**src/rtl/tsc_pkg.sv**
```systemverilog
package tsc_pkg;

    // Default width of the usable part of a section size field
    localparam int SIZE_BITS_DEF = 32;

    // Reflected CRC-32
    localparam logic [31:0] CRC_POLY = 32'hEDB88320;
    localparam logic [31:0] CRC_INIT = 32'hFFFFFFFF;

    // Section magic words, first file byte in the top byte
    localparam logic [31:0] MAGIC_HEADER = 32'h4B464814;
    localparam logic [31:0] MAGIC_SOUND  = 32'h4B534E01;
    localparam logic [31:0] MAGIC_FRAMES = 32'h4B4D4302;
    localparam logic [31:0] MAGIC_INFO   = 32'h4B4D4905;
    localparam logic [31:0] MAGIC_THUMB  = 32'h4B544E02;

    // Section layout, offsets from the section start
    localparam logic [5:0] SOUND_CRC_AT = 6'h20;
    localparam logic [5:0] OTHER_CRC_AT = 6'h08;
    localparam logic [5:0] SOUND_MIN    = 6'h1C;
    localparam logic [5:0] OTHER_MIN    = 6'h04;
    localparam logic [5:0] INFO_MIN     = 6'h00;
    localparam logic [5:0] POS_CAP      = 6'h24;
    localparam logic [5:0] POS_SIZE     = 6'd4;
    localparam logic [5:0] POS_LAST_SZ  = 6'd7;
    localparam logic [5:0] POS_BODY     = 6'd8;
    localparam logic [5:0] POS_LAST_MAG = 6'd3;

    typedef enum logic [2:0] {
        PH_HEAD,
        PH_WORD,
        PH_SIZE,
        PH_BODY,
        PH_SKIP,
        PH_IGNORE
    } phase_t;

    typedef enum logic [2:0] {
        KIND_HEADER,
        KIND_SOUND,
        KIND_FRAMES,
        KIND_INFO,
        KIND_THUMB,
        KIND_UNKNOWN
    } kind_t;

    typedef enum logic [2:0] {
        ST_OK,
        ST_BAD,
        ST_UNCHECKED,
        ST_MAGIC,
        ST_TRUNC,
        ST_SMALL
    } status_t;

    typedef struct packed {
        kind_t       kind;
        status_t     status;
        logic [31:0] start;
        logic [31:0] comp;
        logic [31:0] stored;
        logic        last;
    } result_t;

endpackage

```
**src/rtl/tagged_section_crc_verifier_core.sv**
```systemverilog
// A result passes two registers: the byte that causes it is transferred into the input register,
// and the result it causes is then offered from the result register.
// Throughput: one byte per cycle; the bytewise CRC XOR tree and the section counters
// update in a single stage. Output stall holds the input side once the input register fills.
// Reset (rst_n, asynchronous, active low) clears all parser state; the block then expects
// the file header magic of a new file. The same happens after the end-of-file byte.
module tagged_section_crc_verifier_core #(
    parameter int SIZE_BITS = tsc_pkg::SIZE_BITS_DEF
) (
    input  logic        clk,
    input  logic        rst_n,
    input  logic        in_valid,
    output logic        in_stall,
    input  logic [7:0]  data_byte,
    input  logic        end_of_file,
    output logic        out_valid,
    input  logic        out_stall,
    output logic [2:0]  section_kind,
    output logic [2:0]  status,
    output logic [31:0] section_start,
    output logic [31:0] computed_crc,
    output logic [31:0] stored_crc,
    output logic        last_result
);
    import tsc_pkg::*;

    logic       a_valid_reg, a_valid_next;
    logic [7:0] a_byte_reg;
    logic       a_eof_reg;
    logic       out_valid_reg, out_valid_next;
    result_t    res_reg;
    result_t    res;
    logic       emit;
    logic       step;
    logic       accept;

    // Input stage advances when the result slot is free or being drained
    assign step     = a_valid_reg && (!out_valid_reg || !out_stall);
    assign in_stall = a_valid_reg && !step;
    assign accept   = in_valid && !in_stall;

    assign a_valid_next   = accept ? 1'b1 : (step ? 1'b0 : a_valid_reg);
    assign out_valid_next = (step && emit) ? 1'b1 :
                            (out_stall ? out_valid_reg : 1'b0);

    tsc_parser #(
        .SIZE_BITS (SIZE_BITS)
    ) u_parser (
        .clk         (clk),
        .rst_n       (rst_n),
        .step        (step),
        .data_byte   (a_byte_reg),
        .end_of_file (a_eof_reg),
        .emit        (emit),
        .res         (res)
    );

    // Control registers
    always_ff @(posedge clk or negedge rst_n)
    begin
        if (!rst_n)
        begin
            a_valid_reg   <= 1'b0;
            out_valid_reg <= 1'b0;
        end
        else
        begin
            a_valid_reg   <= a_valid_next;
            out_valid_reg <= out_valid_next;
        end
    end

    // Payload registers
    always_ff @(posedge clk)
    begin
        if (accept)
        begin
            a_byte_reg <= data_byte;
            a_eof_reg  <= end_of_file;
        end
        if (step && emit)
        begin
            res_reg <= res;
        end
    end

    assign out_valid     = out_valid_reg;
    assign section_kind  = res_reg.kind;
    assign status        = res_reg.status;
    assign section_start = res_reg.start;
    assign computed_crc  = res_reg.comp;
    assign stored_crc    = res_reg.stored;
    assign last_result   = res_reg.last;

endmodule

```
**src/rtl/tsc_crc_byte.sv**
```systemverilog
module tsc_crc_byte (
    input  logic [31:0] crc_in,
    input  logic [7:0]  data,
    output logic [31:0] crc_out
);
    import tsc_pkg::*;

    logic [31:0] acc;

    // Eight bit steps of the reflected CRC, flattened into an XOR tree
    always_comb
    begin
        acc = crc_in ^ {24'd0, data};
        for (int i = 0; i < 8; i++)
        begin
            acc = acc[0] ? ((acc >> 1) ^ CRC_POLY) : (acc >> 1);
        end
        crc_out = acc;
    end

endmodule

```
**src/rtl/tsc_parser.sv**
```systemverilog
module tsc_parser #(
    parameter int SIZE_BITS = tsc_pkg::SIZE_BITS_DEF
) (
    input  logic             clk,
    input  logic             rst_n,
    input  logic             step,
    input  logic [7:0]       data_byte,
    input  logic             end_of_file,
    output logic             emit,
    output tsc_pkg::result_t res
);
    import tsc_pkg::*;

    phase_t                 phase_reg, phase_next;
    logic [31:0]            file_pos_reg, file_pos_next;
    logic [5:0]             pos_reg, pos_next;
    logic [SIZE_BITS-1:0]   len_reg, len_next;
    kind_t                  kind_reg, kind_next;
    logic [23:0]            magic_reg, magic_next;
    logic [31:0]            exp_reg, exp_next;
    logic [31:0]            run_reg, run_next;
    logic [31:0]            start_reg, start_next;

    logic                   in_magic;
    logic [31:0]            start_cur;
    logic [23:0]            magic_base;
    logic [31:0]            word;
    logic                   word_known;
    kind_t                  word_kind;
    logic [SIZE_BITS-1:0]   byte_ext;
    logic [SIZE_BITS-1:0]   len_acc;
    logic [SIZE_BITS-1:0]   len_dec;
    logic [5:0]             min_size;
    logic                   size_done;
    logic                   size_small;
    logic                   size_zero;
    logic [5:0]             crc_at;
    logic                   body_last;
    logic [31:0]            crc_upd;

    // Shared decode
    assign in_magic   = (phase_reg == PH_HEAD) || (phase_reg == PH_WORD);
    assign start_cur  = (in_magic && pos_reg == 6'd0) ? file_pos_reg : start_reg;
    assign magic_base = (pos_reg == 6'd0) ? 24'd0 : magic_reg;
    assign word       = {magic_reg, data_byte};

    always_comb
    begin
        word_known = 1'b1;
        case (word)
            MAGIC_SOUND:  word_kind = KIND_SOUND;
            MAGIC_FRAMES: word_kind = KIND_FRAMES;
            MAGIC_INFO:   word_kind = KIND_INFO;
            MAGIC_THUMB:  word_kind = KIND_THUMB;
            default:
            begin
                word_kind  = KIND_UNKNOWN;
                word_known = 1'b0;
            end
        endcase
    end

    // Size field assembly, little endian, upper bits dropped
    assign byte_ext   = SIZE_BITS'(data_byte);
    assign len_acc    = len_reg | (byte_ext << {pos_reg[1:0], 3'b000});
    assign min_size   = (kind_reg == KIND_SOUND) ? SOUND_MIN :
                        ((kind_reg == KIND_INFO) ? INFO_MIN : OTHER_MIN);
    assign size_done  = (pos_reg == POS_LAST_SZ);
    assign size_small = len_acc < SIZE_BITS'(min_size);
    assign size_zero  = (len_acc == '0);

    // Body bookkeeping
    assign crc_at    = (kind_reg == KIND_SOUND) ? SOUND_CRC_AT : OTHER_CRC_AT;
    assign len_dec   = len_reg - SIZE_BITS'(1);
    assign body_last = (len_dec == '0);

    tsc_crc_byte u_crc (
        .crc_in  (run_reg),
        .data    (data_byte),
        .crc_out (crc_upd)
    );

    // Next phase
    always_comb
    begin
        phase_next = phase_reg;
        if (step)
        begin
            if (end_of_file)
            begin
                phase_next = PH_HEAD;
            end
            else
            begin
                case (phase_reg)
                    PH_HEAD:
                    begin
                        if (pos_reg == POS_LAST_MAG)
                        begin
                            phase_next = (word == MAGIC_HEADER) ? PH_SIZE : PH_IGNORE;
                        end
                    end
                    PH_WORD:
                    begin
                        if (pos_reg == POS_LAST_MAG && word_known)
                        begin
                            phase_next = PH_SIZE;
                        end
                    end
                    PH_SIZE:
                    begin
                        if (size_done)
                        begin
                            if (size_small)
                            begin
                                phase_next = size_zero ? PH_WORD : PH_SKIP;
                            end
                            else if (size_zero)
                            begin
                                phase_next = PH_WORD;
                            end
                            else
                            begin
                                phase_next = PH_BODY;
                            end
                        end
                    end
                    PH_BODY:
                    begin
                        if (body_last)
                        begin
                            phase_next = PH_WORD;
                        end
                    end
                    PH_SKIP:
                    begin
                        if (body_last)
                        begin
                            phase_next = PH_WORD;
                        end
                    end
                    PH_IGNORE:
                    begin
                        phase_next = PH_IGNORE;
                    end
                    default:
                    begin
                        phase_next = PH_HEAD;
                    end
                endcase
            end
        end
    end

    // Datapath updates and result
    always_comb
    begin
        file_pos_next = file_pos_reg;
        pos_next      = pos_reg;
        len_next      = len_reg;
        kind_next     = kind_reg;
        magic_next    = magic_reg;
        exp_next      = exp_reg;
        run_next      = run_reg;
        start_next    = start_reg;
        emit          = 1'b0;
        res.kind      = kind_reg;
        res.status    = ST_TRUNC;
        res.start     = start_cur;
        res.comp      = 32'd0;
        res.stored    = 32'd0;
        res.last      = end_of_file;

        if (step)
        begin
            file_pos_next = file_pos_reg + 32'd1;
            case (phase_reg)
                PH_HEAD, PH_WORD:
                begin
                    start_next = start_cur;
                    if (pos_reg != POS_LAST_MAG)
                    begin
                        magic_next = {magic_base[15:0], data_byte};
                        pos_next   = pos_reg + 6'd1;
                        if (end_of_file)
                        begin
                            emit     = 1'b1;
                            res.kind = (phase_reg == PH_HEAD) ? KIND_HEADER : KIND_UNKNOWN;
                        end
                    end
                    else if ((phase_reg == PH_HEAD && word == MAGIC_HEADER) ||
                             (phase_reg == PH_WORD && word_known))
                    begin
                        // Known magic opens a section
                        kind_next = (phase_reg == PH_HEAD) ? KIND_HEADER : word_kind;
                        pos_next  = POS_SIZE;
                        len_next  = '0;
                        exp_next  = 32'd0;
                        run_next  = CRC_INIT;
                        if (end_of_file)
                        begin
                            emit     = 1'b1;
                            res.kind = kind_next;
                        end
                    end
                    else if (phase_reg == PH_HEAD)
                    begin
                        emit       = 1'b1;
                        res.kind   = KIND_HEADER;
                        res.status = ST_MAGIC;
                    end
                    else
                    begin
                        emit       = 1'b1;
                        res.kind   = KIND_UNKNOWN;
                        res.status = ST_UNCHECKED;
                        pos_next   = 6'd0;
                        magic_next = 24'd0;
                    end
                end
                PH_SIZE:
                begin
                    len_next = len_acc;
                    pos_next = pos_reg + 6'd1;
                    if (size_done)
                    begin
                        pos_next = POS_BODY;
                        if (size_small)
                        begin
                            emit       = 1'b1;
                            res.status = ST_SMALL;
                            if (size_zero)
                            begin
                                pos_next   = 6'd0;
                                magic_next = 24'd0;
                            end
                        end
                        else if (size_zero)
                        begin
                            emit       = 1'b1;
                            res.status = ST_UNCHECKED;
                            pos_next   = 6'd0;
                            magic_next = 24'd0;
                        end
                        else if (end_of_file)
                        begin
                            emit = 1'b1;
                        end
                    end
                    else if (end_of_file)
                    begin
                        emit = 1'b1;
                    end
                end
                PH_BODY:
                begin
                    len_next = len_dec;
                    // Stored CRC bytes, then covered bytes
                    if (kind_reg != KIND_INFO)
                    begin
                        if (pos_reg >= crc_at && pos_reg < crc_at + 6'd4)
                        begin
                            exp_next = exp_reg |
                                       ({24'd0, data_byte} << {pos_reg[1:0], 3'b000});
                        end
                        else if (pos_reg >= crc_at + 6'd4)
                        begin
                            run_next = crc_upd;
                        end
                    end
                    if (pos_reg < POS_CAP)
                    begin
                        pos_next = pos_reg + 6'd1;
                    end
                    if (body_last)
                    begin
                        emit = 1'b1;
                        if (kind_reg == KIND_INFO)
                        begin
                            res.status = ST_UNCHECKED;
                        end
                        else
                        begin
                            res.comp   = ~run_next;
                            res.stored = exp_next;
                            res.status = (~run_next == exp_next) ? ST_OK : ST_BAD;
                        end
                        pos_next   = 6'd0;
                        magic_next = 24'd0;
                    end
                    else if (end_of_file)
                    begin
                        emit = 1'b1;
                    end
                end
                PH_SKIP:
                begin
                    len_next = len_dec;
                    if (body_last)
                    begin
                        pos_next   = 6'd0;
                        magic_next = 24'd0;
                    end
                end
                PH_IGNORE:
                begin
                    pos_next = pos_reg;
                end
                default:
                begin
                    pos_next = 6'd0;
                end
            endcase

            // Last byte of the file: back to the reset state
            if (end_of_file)
            begin
                file_pos_next = 32'd0;
                pos_next      = 6'd0;
                len_next      = '0;
                kind_next     = KIND_HEADER;
                magic_next    = 24'd0;
                exp_next      = 32'd0;
                run_next      = CRC_INIT;
                start_next    = 32'd0;
            end
        end
    end

    // State registers
    always_ff @(posedge clk or negedge rst_n)
    begin
        if (!rst_n)
        begin
            phase_reg    <= PH_HEAD;
            file_pos_reg <= 32'd0;
            pos_reg      <= 6'd0;
            len_reg      <= '0;
            kind_reg     <= KIND_HEADER;
            magic_reg    <= 24'd0;
            exp_reg      <= 32'd0;
            run_reg      <= CRC_INIT;
            start_reg    <= 32'd0;
        end
        else
        begin
            phase_reg    <= phase_next;
            file_pos_reg <= file_pos_next;
            pos_reg      <= pos_next;
            len_reg      <= len_next;
            kind_reg     <= kind_next;
            magic_reg    <= magic_next;
            exp_reg      <= exp_next;
            run_reg      <= run_next;
            start_reg    <= start_next;
        end
    end

endmodule

```
**config.mk**
```make
export PLATFORM = sky130hd
export DESIGN_NAME = tagged_section_crc_verifier_core
export DESIGN_NICKNAME = d
export VERILOG_FILES = /design/src/rtl/tsc_pkg.sv /design/src/rtl/tagged_section_crc_verifier_core.sv /design/src/rtl/tsc_crc_byte.sv /design/src/rtl/tsc_parser.sv
export SDC_FILE = /design/constraint.sdc
export NUM_CORES = 1
export LEC_CHECK = 0
export BUFFER_PORTS_ARGS = -buffer_cell sky130_fd_sc_hd__buf_2
export CORE_UTILIZATION = 55
export DETAILED_ROUTE_END_ITERATION = 12
export GPL_TIMING_DRIVEN = 0
export PLACE_DENSITY = 0.8
export SLEW_MARGIN = 5
export SYNTH_ARGS = -nofsm -noshare
export SYNTH_HDL_FRONTEND = slang
export SYNTH_SLANG_ARGS = --single-unit
```
**constraint.sdc**
```tcl
create_clock -name clk -period 5.3 [get_ports clk]
set_input_delay 0.795 -clock clk [delete_from_list [all_inputs] [get_ports clk]]
set_output_delay 0.795 -clock clk [all_outputs]
set_load 0.005 [all_outputs]
```
## Yosys cells after proc, flatten, opt, wreduce, memory -nomap -nowiden

Cells that the tools add are included.

| word-level totals | value |
|---|---|
| ROM bits | 0 |
| register bits | 310 |
| latch bits | 0 |
| memories | 0 |
| word-level logic and storage cells | 212 |
| RAM bits | 0 |
| bits of input ports | 13 |

| cells by class | value |
|---|---|
| multiply operators | 0 |
| magnitude comparators | 5 |
| div/mod/pow operators | 0 |
| bitwise gates (word level) | 15 |
| $add $sub $neg | 4 |
| mux-type cells | 100 |
| shift-type cells | 1 |
| reduce and logical (&&, ||, !) cells | 36 |
| equal/unequal tests | 32 |

Operator list:

| operator | count |
|---|---|
| 32-bit 2-to-1 mux | 28 |
| 24-bit 2-to-1 mux | 7 |
| 32-bit by 31-bit equality test with 1-bit output (second input constant) | 5 |
| 32-bit one-hot mux with 2 select lines | 2 |
| 13-bit NOT with 14-bit output | 8 |
| 32-bit one-hot mux with 3 select lines | 1 |
| 3-bit 2-to-1 mux | 27 |
| 6-bit 2-to-1 mux | 12 |
| 24-bit one-hot mux with 3 select lines | 1 |
| 32-bit zero test | 2 |
| 32-bit bitwise OR | 2 |
| 32-bit by 1-bit adder with 32-bit output (second input constant) | 1 |
| 32-bit equality test | 1 |
| 32-bit by 6-bit less-than comparator with 1-bit output | 1 |
| 32-bit NOT | 1 |
| 8-bit by 5-bit << shifter with 32-bit output | 1 |
| 32-bit by 1-bit subtractor with 32-bit output (second input constant) | 1 |
| 32-bit by 8-bit bitwise XOR with 32-bit output | 1 |
| 6-bit one-hot mux with 5 select lines | 1 |
| 16-bit 2-to-1 mux | 1 |
| 3-bit by 2-bit inequality test with 1-bit output (second input constant) | 5 |
| 3-bit one-hot mux with 5 select lines | 1 |
| 1-bit 2-to-1 mux | 14 |
| 6-bit greater-or-equal comparator | 2 |
| 38 further kinds | 67 |

## Longest topological paths before layout

Gate-level depths: netlist (run 1).

| depth | value |
|---|---|
| depth after elaboration | 29 |
| depth in mapped cells | 15 |

## Cells and area by module

From an unflattened synthesis (run 1), not the netlist that was laid out.

| unflattened totals | value |
|---|---|
| cells, all modules | 1,768 |
| area total of the unflattened synthesis | 17,559.3 um^2 |

Modules (own cells, without submodules):

| module | instances | area an instance (um^2) | cells an instance |
|---|---|---|---|
| tsc_parser | 1 | 13,231.4 | 1,576 |
| tagged_section_crc_verifier_core | 1 | 3,462.1 | 123 |
| tsc_crc_byte | 1 | 865.8 | 69 |

## Worst setup path before layout (run 1)

OpenSTA, ideal clock, no wires.

| timing path | value |
|---|---|
| path type | register to register |
| start | reg u_parser.pos_reg[1] |
| end | reg res_reg (netlist bit computed_crc[0]) (enable) |
| period minus slack after synthesis | 5.608 ns |
| data arrival time | 5.126 ns |
| path slack | -0.308 ns |
| setup time | 0.482 ns |
| stages on the path, launching flop included | 12 |
| data required time | 4.818 ns |
| path buffers | 2 |
| cell sequence | dfrtp_1 -> clkbuf_1 -> nor2_1 -> clkbuf_1 -> a21o_1 -> ha_1 -> a21o_1 -> a2111oi_0 -> or2_2 -> a31oi_1 -> a21oi_1 -> o31a_1 |

| on the way | value |
|---|---|
| word-level cells in the longest chain between the ends | 9 |
| elaborated cells on any way between the ends | 13 |
| those cells by class | order compare (1); eq/ne (2); shift (1); mux (6); bitwise (1); reduce/logical (2) |

Ends and longest elaborated chain:

| what | line | text |
|---|---|---|
| start: declaration | tsc_parser.sv:16 | `logic [5:0] pos_reg, pos_next;` |
| start signal: assignment | tsc_parser.sv:349 | `pos_reg <= pos_next;` |
| branches (longest 6 deep; another with 32-bit by 6-bit less-than comparator with 1-bit output) | n/a |  |
| 1-bit one-hot mux with 3 select lines (*) | tsc_parser.sv:177 | `case (phase_reg)` |
| 1-bit 2-to-1 mux (*) | tsc_parser.sv:174 | `if (step)` |
| 1-bit logical AND (*) | tagged_section_crc_verifier_core.sv:81 | `if (step && emit)` |
| end signal: assignment | tagged_section_crc_verifier_core.sv:83 | `res_reg <= res;` |
| end: declaration | tagged_section_crc_verifier_core.sv:31 | `result_t res_reg;` |

Mark *: on every way between the ends.
A chain may end at the register's enable or synchronous reset.

## Worst setup path after layout (run 1)

| timing path | value |
|---|---|
| start | reg u_parser.kind_reg[1] |
| end | reg res_reg (netlist bit status[0]), data pin |

| on the way | value |
|---|---|
| word-level cells in the longest chain between the ends | 15 |
| elaborated cells on any way between the ends | 29 |
| those cells by class | add/sub (1); order compare (4); eq/ne (4); mux (18); bitwise (1); reduce/logical (1) |

Ends and longest elaborated chain:

| what | line | text |
|---|---|---|
| start: declaration | tsc_parser.sv:18 | `kind_t kind_reg, kind_next;` |
| start signal: assignment | tsc_parser.sv:351 | `kind_reg <= kind_next;` |
| 3-bit by 1-bit equality test with 1-bit output | tsc_parser.sv:66, tsc_parser.sv:73 |  |
| 6-bit 2-to-1 mux | tsc_parser.sv:73 | `assign crc_at = (kind_reg == KIND_SOUND) ? SOUND_CRC_AT : OTHER_CRC_AT;` |
| 6-bit by 3-bit adder with 6-bit output | tsc_parser.sv:261, tsc_parser.sv:266 |  |
| 6-bit greater-or-equal comparator / 6-bit less-than comparator (equally long branches) | tsc_parser.sv:266, tsc_parser.sv:261 |  |
| 32-bit 2-to-1 mux / 1-bit logical AND (equally long branches) | tsc_parser.sv:266, tsc_parser.sv:261 |  |
| 32-bit 2-to-1 mux | tsc_parser.sv:261 | `if (pos_reg >= crc_at && pos_reg < crc_at + 6'd4)` |
| 32-bit 2-to-1 mux | tsc_parser.sv:259 | `if (kind_reg != KIND_INFO)` |
| 32-bit 2-to-1 mux | tsc_parser.sv:177 |  |
| 32-bit 2-to-1 mux | tsc_parser.sv:174 |  |
| 32-bit NOT | tsc_parser.sv:286 | `res.status = (~run_next == exp_next) ? ST_OK : ST_BAD;` |
| 32-bit equality test | tsc_parser.sv:286 |  |
| 1-bit 2-to-1 mux | tsc_parser.sv:286 |  |
| 3-bit 2-to-1 mux | tsc_parser.sv:278 | `if (kind_reg == KIND_INFO)` |
| 3-bit 2-to-1 mux | tsc_parser.sv:275 | `if (body_last)` |
| 3-bit one-hot mux with 3 select lines (*) | tsc_parser.sv:177 |  |

Every way passes the cells marked *; elsewhere a longest branch is shown, timed or not. The select of a mux whose other input is x is not followed.

==> qor.txt, run 1 <==
LOGIC SYNTHESIS
------------------------------------------------------------------------------------------------------
Post-synthesis instance area                                                              16,800 sq um
Top post-synthesis cells by area                                                          dfrtp_1 (25%), edfxtp_1 (20%), nor2_1 (5.4%)
Net count of the mapped netlist                                                                  1,684
Synth warnings                                                                                       0
Cell accounting for the most synthesized area                                                  dfrtp_1
Cells after Synth                                                                                1,661
Leading register cell type out of synthesis                                                    dfrtp_1
Flip-flop and latch count after synthesis                                                          310
Count of different cell masters after synthesis                                                     92
Avg Cell Area, Syn                                                                          10.1 sq um
Async set-or-reset flop fraction in the synthesized netlist                                      63.9%
Count of flip-flops with a built-in enable after synthesis                                         112
Part of the Yosys area used for sequential elements                                              49.8%
Area share of the largest cell type after synthesis                                              24.7%

LAYOUT
------------------------------------------------------------------------------------------------------
Finished layout cell area                                                                 19,000 sq um
Area occupied by multi-input gates                                                          7810 sq um
Antenna Diode Count                                                                                  0
Layout fillers                                                                                   2,401
Most used cells in the layout excluding fill and tap cells                                nor2_1 (241), dfrtp_1 (166), buf_2 (138), a21oi_1 (124), nand2_1 (121)
Area taken by flip-flops and latches                                                        8360 sq um
Relative area change from synthesis to final layout                                              13.3%
Leading cell type in the layout, fill and taps excluded                                         nor2_1
Layout cell share with drive strength beyond 1                                                   16.7%
Net count reported at finish                                                                     1,839

CLOCKING
------------------------------------------------------------------------------------------------------
Clock transition at the register clock pins on the worst setup and hold paths after CTS        0.06 ns
Source-to-sink clock delay at the later pin of the worst-skew pair                             0.53 ns
Clock H-tree levels                                                                                  2
Total setup buffers inserted after CTS                                                               0
Clk sink count                                                                                     310
Cts bufs inserted                                                                                   34
Clock buffer depth                                                                                   3
Clock Tree Root                                                                              clkbuf_16
Clock tree from TritonCTS                                                                         done
Post_cts resized                                                                                     0
CTS hold repair buffers                                                                              0

ROUTE
------------------------------------------------------------------------------------------------------
Antenna violation net count after detailed routing                                                   0
DRT iter0 DRCs                                                                                   1,578
First drt pass iteration count                                                                       7
Total via count in the routed design                                                            14,200
Routed via count divided by cell count                                                            6.37
Post-route DRC violation count                                                                       0
Post-DR wirelength/cell                                                                        22.0 um
Total Wirelength                                                                             49,000 um

PLACE
------------------------------------------------------------------------------------------------------
Half-perimeter wire length after placement                                                   34,800 um
IO buf count                                                                                       117
Instance area after placement                                                             17,900 sq um
GPL Wtd Cong                                                                                      1.03
Post-placement setup slack                                                                    0.773 ns

PWR
------------------------------------------------------------------------------------------------------
Total power density per cell area                                                          498 nW/um^2
Overall Power                                                                                  9.48 mW
Static leakage power                                                                           7.92 nW
Max VDD drop                                                                                  0.368 mV

GRT
------------------------------------------------------------------------------------------------------
Maximum number of pins on one net before global-route repair                                       102
Initial antenna violation count                                                                      0
Residual overflow from global routing                                                                0
Vias in the first global route                                                                  13,800
Total global routing track utilization                                                           31.6%
First-pass GRT wire length                                                                   76,100 um

STA
------------------------------------------------------------------------------------------------------
Top achievable clock speed                                                                     213 MHz
Setup WS post-layout                                                                          0.594 ns
RSZ-0062 raised after global routing                                                             false
Final slew viol count                                                                                0
Final sum of negative setup slack                                                                 0 ns
Final worst path period need                                                                   4.71 ns
Setup skew after layout                                                                      0.0195 ns
Hold_ws                                                                                       0.300 ns
Final setup viols                                                                                    0
Period Utilization, post-route                                                                   88.8%
Max transition margin                                                                            28.3%
Final hold violations                                                                                0
Slew at the pin closest to its max-slew limit                                                  1.07 ns

FLOORPLAN
------------------------------------------------------------------------------------------------------
Die outline height                                                                              177 um
Die extent in x                                                                                 177 um
Std-Cell Rows                                                                                       63
Floorplan die area                                                                        31,200 sq um
Starting utilization of the core area                                                            56.3%
I/O pin total                                                                                      118
Core area                                                                                 29,800 sq um

WORST SETUP PATH
------------------------------------------------------------------------------------------------------
Crit-path cells                                                                           inv_1 -> nand3_1 -> ha_1 -> a2111oi_1 -> buf_2 -> or3_1 -> buf_2 -> nor2_1 -> a21oi_1 -> xnor2_1 -> nor4_1 -> nand4_1 -> nor4_1 -> a21oi_1
Kind of start point of the critical path                                                     flip-flop
Master of the slowest instance on the critical path                                          a2111oi_1
Cell family with most CP delay                                                            simple AND/OR/NAND/NOR gates
Crit Path Max Fanout                                                                                10
Total buffers and inverters traversed by the critical path                                           3
Worst Setup End Kind                                                                         flip-flop
Critical path class                                                                            reg2reg
Largest stage delay on the critical path                                                       0.67 ns
Signal arrival time at the worst endpoint                                                      4.97 ns
Required arrival time at the worst endpoint                                                    5.56 ns

WORST HOLD PATH
------------------------------------------------------------------------------------------------------
Worst min-delay path class                                                                    in2async

RUN STATUS
------------------------------------------------------------------------------------------------------
Run status                                                                                finished, final reports clean

RUN
------------------------------------------------------------------------------------------------------
Count of maximum capacitance violations                                                              0

final timing paths:
path | start | slack (ns) | cells after the start | endpoint
worst min-delay path | rst_n | 0.30 | 1 | u_parser.len_reg[9]$_DFFE_PN0P_
worst min register to register | a_eof_reg$_DFFE_PP_ | 0.46 | 0 | last_result$_DFFE_PP_
worst max-delay path | u_parser.kind_reg[1]$_DFFE_PN0P_ | 0.59 | 14 | status[0]$_SDFFCE_PN0P_
min in group clk | end_of_file | 0.45 | 1 | a_eof_reg$_DFFE_PP_
max in group asynchronous | rst_n | 4.01 | 2 | u_parser.run_reg[31]$_DFFE_PN1P_
worst max register to register | u_parser.kind_reg[1]$_DFFE_PN0P_ | 0.59 | 14 | status[0]$_SDFFCE_PN0P_
per-stage QoR:
| step | instances | util [%] |
|---|---|---|
| final | 2232 | 63.8 |
| after global routing | 2232 | 63.8 |
| after CTS | 2232 | 63.8 |
| after detailed placement | 2170 | 60.2 |
| after global placement | 2168 | 59.9 |
| after floorplan | 1661 | - |
layer usage:
layer	wire length (um)	global-route usage, %	vias to the layer above
met5	0	0	-
met1	19900	42.2	6992
met3	4150	5.56	159
met4	2310	14.3	0
met2	22700	50.3	754
li1	-	-	6315
cells in the mapped netlist, types with 7 or more instances:
library cell and n:
o31ai_1 19, nor4_1 18, nand4b_1 7, xnor2_2 10, mux2_2 39, nor3_1 40, nand3_1 37, or3_1 11
buf_2 22, dfstp_2 32, nand2_1 121, xor2_1 54, a21o_1 10, inv_1 40, and4_1 8, o22ai_1 8
buf_1 7, xnor2_1 69, nand4_1 14, a32o_1 32, nor2b_1 12, a31oi_1 40, a21oi_1 124, and2_1 9
and3_1 27, xnor3_1 8, mux2i_1 33, clkbuf_1 79, nor2_1 241, o22a_1 11, o21ai_0 62, dfrtp_1 166
ha_1 10, edfxtp_1 112
logic make-up (layout without fill, tap and decap cells):
kind of cell / after synthesis / count (layout) / synth area share [%]
and+or+nand+nor: 591 / 591 / 16.9
xor gates and xnor gates: 146 / 146 / 9.26
adders and majority gates: 10 / 10 / 0.745
AOI/OAI and AO/OA: 379 / 379 / 15.0
buffers and inverters: 153 / 334 / 3.72
muxes: 72 / 72 / 4.58
DFF: 310 / 310 / 49.8
area by class of cell:
type                            instances  share of cell area [%]
Timing Repair Buffer                  119                    3.42
Inverter                               42                   0.829
Clock buffer                           46                    4.87
Multi-Input combinational cell       1198                    41.1
Buffer                                111                    2.45
Clock inverter                         16                   0.862
Sequential cell                       310                    43.9
Tap cell                              390                    2.57
power breakdown:
| group | total (mW) | switching (mW) | leakage, nW | internal, mW |
|---|---|---|---|---|
| Combinational | 4.07 | 2.67 | 3.70 | 1.40 |
| Clock | 2.30 | 1.00 | 0.528 | 1.30 |
| Sequential | 3.11 | 0.246 | 3.69 | 2.87 |
Power figures use the tool's default switching activity.
==> inputs of run 2 (changes only) <==
ABC_AREA = 1   (was default)
CORE_UTILIZATION = 56   (was 55)
PLACE_DENSITY = 0.77   (was 0.8)
==> qor.txt, run 2 <==
RUN STATUS
------------------------------------------------------------------------------------------------------
Run status                                                                                finished, final reports clean

LOGIC SYNTHESIS
------------------------------------------------------------------------------------------------------
Flip-flop and latch count after synthesis                                                          310
Avg Cell Area, Syn                                                                          7.35 sq um
Count of different cell masters after synthesis                                                     54
Synth warnings                                                                                       0
Cells after Synth                                                                                2,468
Most used standard cells in the synthesized netlist                                       nand2_1 (762), inv_1 (327), nor2_1 (275)
Async set-or-reset flop fraction in the synthesized netlist                                      63.9%
Post-synthesis instance area                                                              18,100 sq um
Area share of the largest cell type after synthesis                                              22.9%
Part of the Yosys area used for sequential elements                                              46.1%
Leading register cell type out of synthesis                                                    dfrtp_1
Net count of the mapped netlist                                                                  2,491
Top post-synthesis cells by area                                                          dfrtp_1 (23%), edfxtp_1 (19%), nand2_1 (16%)
Cell with the most instances after synthesis                                                   nand2_1
Count of flip-flops with a built-in enable after synthesis                                         112
Cell accounting for the most synthesized area                                                  dfrtp_1

PWR
------------------------------------------------------------------------------------------------------
Overall Power                                                                                  14.3 mW
Static leakage power                                                                           10.2 nW
Max VDD drop                                                                                  0.639 mV
Total power density per cell area                                                          694 nW/um^2

ROUTE
------------------------------------------------------------------------------------------------------
Total Wirelength                                                                             61,400 um
Routed via count divided by cell count                                                            5.82
Post-DR wirelength/cell                                                                        20.1 um
Antenna violation net count after detailed routing                                                   0
DRT iter0 DRCs                                                                                   2,150
First drt pass iteration count                                                                       7
Post-route DRC violation count                                                                       0
Total via count in the routed design                                                            17,800

FLOORPLAN
------------------------------------------------------------------------------------------------------
Core area                                                                                 31,700 sq um
Die extent in x                                                                                 182 um
Floorplan die area                                                                        33,100 sq um
I/O pin total                                                                                      118
Starting utilization of the core area                                                            57.2%
Die outline height                                                                              182 um
Std-Cell Rows                                                                                       65

WORST SETUP PATH
------------------------------------------------------------------------------------------------------
Cells on worst reg2reg path                                                                         19
Worst Setup End Kind                                                                         flip-flop
Critical path class                                                                            reg2reg
Crit Path Max Fanout                                                                                10
Critical R2R Capture                                                                      status[0]$_SDFFCE_PN0P_
Startpoint of the most critical register-to-register path                                 u_parser.kind_reg[0]$_DFFE_PN0P_
Internal reg-to-reg setup slack                                                                1.12 ns
Kind of start point of the critical path                                                     flip-flop
Signal arrival time at the worst endpoint                                                      4.50 ns
Required arrival time at the worst endpoint                                                    5.62 ns

RUN
------------------------------------------------------------------------------------------------------
Count of maximum capacitance violations                                                              0

STA
------------------------------------------------------------------------------------------------------
Final worst path period need                                                                   4.18 ns
Final setup viols                                                                                    0
Top achievable clock speed                                                                     239 MHz
Slew at the pin closest to its max-slew limit                                                  1.17 ns
Max transition margin                                                                            21.0%
RSZ-0062 raised after global routing                                                             false
Final sum of negative setup slack                                                                 0 ns
Final slew viol count                                                                                0
Final hold violations                                                                                0
Setup skew after layout                                                                      0.0265 ns
Period Utilization, post-route                                                                   78.8%

LAYOUT
------------------------------------------------------------------------------------------------------
Relative area change from synthesis to final layout                                              13.3%
Antenna Diode Count                                                                                  0
Layout fillers                                                                                   2,807
Leading cell type in the layout, fill and taps excluded                                        nand2_1
Most used cells in the layout excluding fill and tap cells                                nand2_1 (762), inv_1 (326), nor2_1 (275), nand3_1 (185), o21ai_0 (184)
Net count reported at finish                                                                     2,648
Layout cell share with drive strength beyond 1                                                   11.6%

CLOCKING
------------------------------------------------------------------------------------------------------
Source-to-sink clock delay at the later pin of the worst-skew pair                             0.59 ns
Cts bufs inserted                                                                                   36
Clock Tree Root                                                                              clkbuf_16
Clock transition at the register clock pins on the worst setup and hold paths after CTS        0.06 ns
Clock buffer depth                                                                                   3
Post_cts resized                                                                                     0
Clock tree from TritonCTS                                                                         done
Clock H-tree levels                                                                                  2
Total setup buffers inserted after CTS                                                               0
Clk sink count                                                                                     310
CTS hold repair buffers                                                                              0

WORST HOLD PATH
------------------------------------------------------------------------------------------------------
Worst min-delay path class                                                                    in2async

GRT
------------------------------------------------------------------------------------------------------
Initial antenna violation count                                                                      1
First-pass GRT wire length                                                                   94,800 um
Residual overflow from global routing                                                                0
Vias in the first global route                                                                  16,800
Total global routing track utilization                                                           37.7%
Maximum number of pins on one net before global-route repair                                       111

PLACE
------------------------------------------------------------------------------------------------------
Half-perimeter wire length after placement                                                   47,300 um
GPL Wtd Cong                                                                                      1.04
IO buf count                                                                                       117

==> run 2: cell families after synthesis <==
kind of cell             share of synthesized area [%]
AO/OA/AOI/OAI                                     10.4
multiplexers                                    0.0552
XOR/XNOR                                          2.03
adder cells (fa/ha/maj)                          0.690
AND/OR/NAND/NOR                                   31.5
flip-flops                                        46.1
buffers and inverters                             9.24
==> run 2: how the worst max path moves through the flow <==
stage                                           from                             to  cells after the start
finish              u_parser.kind_reg[0]$_DFFE_PN0P_        status[0]$_SDFFCE_PN0P_                     19
global route        u_parser.kind_reg[0]$_DFFE_PN0P_        status[0]$_SDFFCE_PN0P_                     19
CTS                 u_parser.kind_reg[0]$_DFFE_PN0P_        status[0]$_SDFFCE_PN0P_                     19
detailed placement  u_parser.kind_reg[2]$_DFFE_PN0P_        status[0]$_SDFFCE_PN0P_                     18
global placement     u_parser.len_reg[0]$_DFFE_PN0P_   stored_crc[31]$_SDFFCE_PP0P_                     15
floorplan            u_parser.len_reg[0]$_DFFE_PN0P_  computed_crc[0]$_SDFFCE_PP0P_                     15
==> run 2: area by class of cell <==
| cell class | instances | area [sq um] | share of cell area, % |
|---|---|---|---|
| Sequential cell | 310 | 8360 | 40.7 |
| Multi-Input combinational cell | 1737 | 8110 | 39.4 |
| Inverter | 336 | 1260 | 6.15 |
| Clock buffer | 45 | 975 | 4.74 |
| Timing Repair Buffer | 119 | 651 | 3.17 |
| Tap cell | 402 | 503 | 2.45 |
| Buffer | 85 | 415 | 2.02 |
| Clock inverter | 21 | 280 | 1.36 |
==> run 2: report_power, final <==
group / total (mW) / internal [mW] / switching, mW
sequential: 3.75 / 3.34 / 0.406
combinational: 7.91 / 2.28 / 5.63
clock: 2.61 / 1.53 / 1.08
==> run 2: routing by layer <==
layer / up-vias / share of wire (%) / wire length, um / track usage, %
li1: 8283 / - / - / -
met1: 8349 / 42 / 25500 / 51.7
met2: 984 / 44 / 27100 / 58.6
met3: 155 / 10 / 6200 / 7.54
met4: 0 / 4.3 / 2620 / 16.0
met5: - / 0 / 0 / 0
==> run 2: per-stage QoR <==
stage	utilization [%]	worst slack [ns]	cells	cell area, sq um	hold WS, ns
6_report	64.8	1.12	3055	20600	0.202
5_1_grt	64.8	0.916	3055	20600	0.267
4_1_cts	64.8	1.18	3055	20600	0.242
3_5_place_dp	60.8	1.18	2989	19300	0.464
3_3_place_gp	60.6	-0.591	2987	19200	0.456
2_1_floorplan	-	0.845	2468	18100	0.443
==> run 2: critical path, cell delays in order (launching register included) <==
cell and delay, ns:
dfrtp_1 0.32, inv_1 0.07, nor2_1 0.13, nand2_1 0.22, ha_1 0.38, inv_1 0.06, nor2_1 0.05, nand2_1 0.10
nand2_1 0.07, nand2_1 0.33, clkinv_1 0.35, clkbuf_1 0.38, o21ai_0 0.63, o21ai_0 0.15, nor2_1 0.12, nand3_1 0.09
nor2_1 0.19, nand2_1 0.14, nand2_1 0.09, a21oi_1 0.06
==> inputs of run 3 (changes only) <==
clock period = 3.4 ns   (was 5.3 ns; I/O delays follow)
==> qor.txt, run 3 (synthesized netlist as in run 2, its figures left out) <==
FLOORPLAN
------------------------------------------------------------------------------------------------------
Die outline height                                                                              182 um
Core area                                                                                 31,700 sq um
Floorplan die area                                                                        33,100 sq um
Std-Cell Rows                                                                                       65
I/O pin total                                                                                      118
Starting utilization of the core area                                                            57.2%
Die extent in x                                                                                 182 um

LAYOUT
------------------------------------------------------------------------------------------------------
Antenna Diode Count                                                                                  0
Leading cell type in the layout, fill and taps excluded                                        nand2_1
Finished Core Util                                                                               66.5%
Layout cell share with drive strength beyond 1                                                   15.1%
Finished layout cell area                                                                 21,100 sq um
Non-filler instance count after layout                                                           3,085
Net count reported at finish                                                                     2,678
Most used cells in the layout excluding fill and tap cells                                nand2_1 (751), inv_1 (319), nor2_1 (259), nand3_1 (181), o21ai_0 (180)
Relative area change from synthesis to final layout                                              16.3%

WORST SETUP PATH
------------------------------------------------------------------------------------------------------
Master of the slowest instance on the critical path                                            a21oi_1
Startpoint of the most critical register-to-register path                                 u_parser.kind_reg[0]$_DFFE_PN0P_
Required arrival time at the worst endpoint                                                    3.67 ns
Critical R2R Capture                                                                      status[0]$_SDFFCE_PN0P_
Crit-path cells                                                                           inv_1 -> nor2_1 -> nand2_2 -> ha_1 -> inv_1 -> nor2_2 -> nand2_1 -> nand2_2 -> nor2_4 -> buf_6 -> a21oi_1 -> inv_1 -> nand2_1 -> nand2_1 -> nor2_1 -> nand2_1 -> nor2_1 -> nand3_1 -> nor2_1 -> nand2_1 -> nand2_1 -> a21oi_1
Cells on worst reg2reg path                                                                         22
Critical path class                                                                            reg2reg
Signal arrival time at the worst endpoint                                                      3.73 ns
Crit Path Max Fanout                                                                                10
Internal reg-to-reg setup slack                                                               -0.06 ns
Largest stage delay on the critical path                                                       0.41 ns
Kind of start point of the critical path                                                     flip-flop
Launching element of the worst setup path                                                 u_parser.kind_reg[0]$_DFFE_PN0P_
Worst Setup End Kind                                                                         flip-flop
Cell repeated most along the worst path                                                        nand2_1

ROUTE
------------------------------------------------------------------------------------------------------
Antenna violation net count after detailed routing                                                   0
Post-DR wirelength/cell                                                                        20.2 um
Post-route DRC violation count                                                                       0
Routed via count divided by cell count                                                            5.84
Total Wirelength                                                                             62,200 um
First drt pass iteration count                                                                       6
DRT iter0 DRCs                                                                                   2,201
Total via count in the routed design                                                            18,000

PWR
------------------------------------------------------------------------------------------------------
Overall Power                                                                                  23.0 mW
Static leakage power                                                                           10.4 nW
Max VDD drop                                                                                   1.05 mV
Total power density per cell area                                                         1090 nW/um^2

CLOCKING
------------------------------------------------------------------------------------------------------
Clock buffer depth                                                                                   3
Clock tree from TritonCTS                                                                         done
Clock transition at the register clock pins on the worst setup and hold paths after CTS        0.06 ns
Source-to-sink clock delay at the later pin of the worst-skew pair                             0.54 ns
Cts bufs inserted                                                                                   36
Clock Tree Root                                                                              clkbuf_16
Clk sink count                                                                                     310
Clock H-tree levels                                                                                  2

WORST HOLD PATH
------------------------------------------------------------------------------------------------------
Worst hold start                                                                          data_byte[0]
Worst min-delay path class                                                                      in2reg
Worst hold path stage count                                                                          1
Capture endpoint of the worst hold path                                                   a_byte_reg[0]$_DFFE_PP_

PLACE
------------------------------------------------------------------------------------------------------
Post-placement setup slack                                                                   -0.784 ns
IO buf count                                                                                       117
Number of placed instances, taps included                                                        2,990
GPL Wtd Cong                                                                                      1.00
Half-perimeter wire length after placement                                                   46,900 um
Instance area after placement                                                             19,300 sq um

STA
------------------------------------------------------------------------------------------------------
Slew at the pin closest to its max-slew limit                                                 0.863 ns
Hold_ws                                                                                       0.147 ns
Top achievable clock speed                                                                     289 MHz
Setup skew after layout                                                                      0.0262 ns
Period Utilization, post-route                                                                    102%
Final worst path period need                                                                   3.46 ns
Setup WS post-layout                                                                        -0.0553 ns
Max transition margin                                                                            42.5%
Final slew viol count                                                                                0
RSZ-0062 raised after global routing                                                              true
Final sum of negative setup slack                                                           -0.0553 ns
Final hold violations                                                                                0
Final setup viols                                                                                    1

RUN
------------------------------------------------------------------------------------------------------
Count of maximum capacitance violations                                                              0

RUN STATUS
------------------------------------------------------------------------------------------------------
Failing checks                                                                            negative setup slack
Run status                                                                                finished, violations left

GRT
------------------------------------------------------------------------------------------------------
Total global routing track utilization                                                           37.6%
First-pass GRT wire length                                                                   94,900 um
Vias in the first global route                                                                  16,600
Maximum number of pins on one net before global-route repair                                       116
Initial antenna violation count                                                                      1
Residual overflow from global routing                                                                0

[run 3: repair_timing]
| item | CTS | global route |
|---|---|---|
| hold endpoints to repair | 2 | 0 |
| endpoints found under the setup margin | 157 | 189 |
| resized for setup | 55 | 49 |
| cloned | 2 | 2 |
| setup buffers | 7 | 17 |
| pin swaps | 4 | 6 |
| hold buffers | 1 | 0 |
[run 3: area by class of cell]
cell class,instances,area [sq um]
repair buffers,149,982
flip-flops and latches,310,8360
well taps,402,503
plain buffers,85,457
multi-input cells,1737,8390
clock inverters,19,155
fillers,2782,10600
clock buffers,47,972
inverters,336,1280
[run 3: per-layer routing]
metal  GRT usage, %  routed length (um)  share of wire (%)  up-vias
met3           6.46                6290                 10      151
met1           52.1               25700                 41     8482
met4           14.8                2490                4.0        0
met5              0                   0                  0        -
li1               -                   -                  -     8363
met2           59.1               27700                 44     1025
[run 3: worst max path at each step]
stage	endpoint	slack, ns
floorplan	computed_crc[0]$_SDFFCE_PP0P_	-0.30
global placement	u_parser.len_reg[30]$_DFFE_PN0P_	-1.61
finish	status[0]$_SDFFCE_PN0P_	-0.06
detailed placement	status[0]$_SDFFCE_PN0P_	-0.78
global route	status[0]$_SDFFCE_PN0P_	-0.12
CTS	computed_crc[14]$_SDFFCE_PP0P_	0.001
[run 3: where the power goes]
group | switching [mW] | internal, mW
clock network | 1.63 | 2.12
logic | 9.23 | 4.14
registers | 0.662 | 5.21
total | 11.5 | 11.5
[run 3: worst max-delay path: cells and delay by family (launching register included)]
| kind | cells | cell delay (ns) |
|---|---|---|
| compound gates | 2 | 0.49 |
| fa+ha+maj | 1 | 0.33 |
| buf+inv | 4 | 0.42 |
| flops | 1 | 0.32 |
| simple gates | 15 | 1.64 |
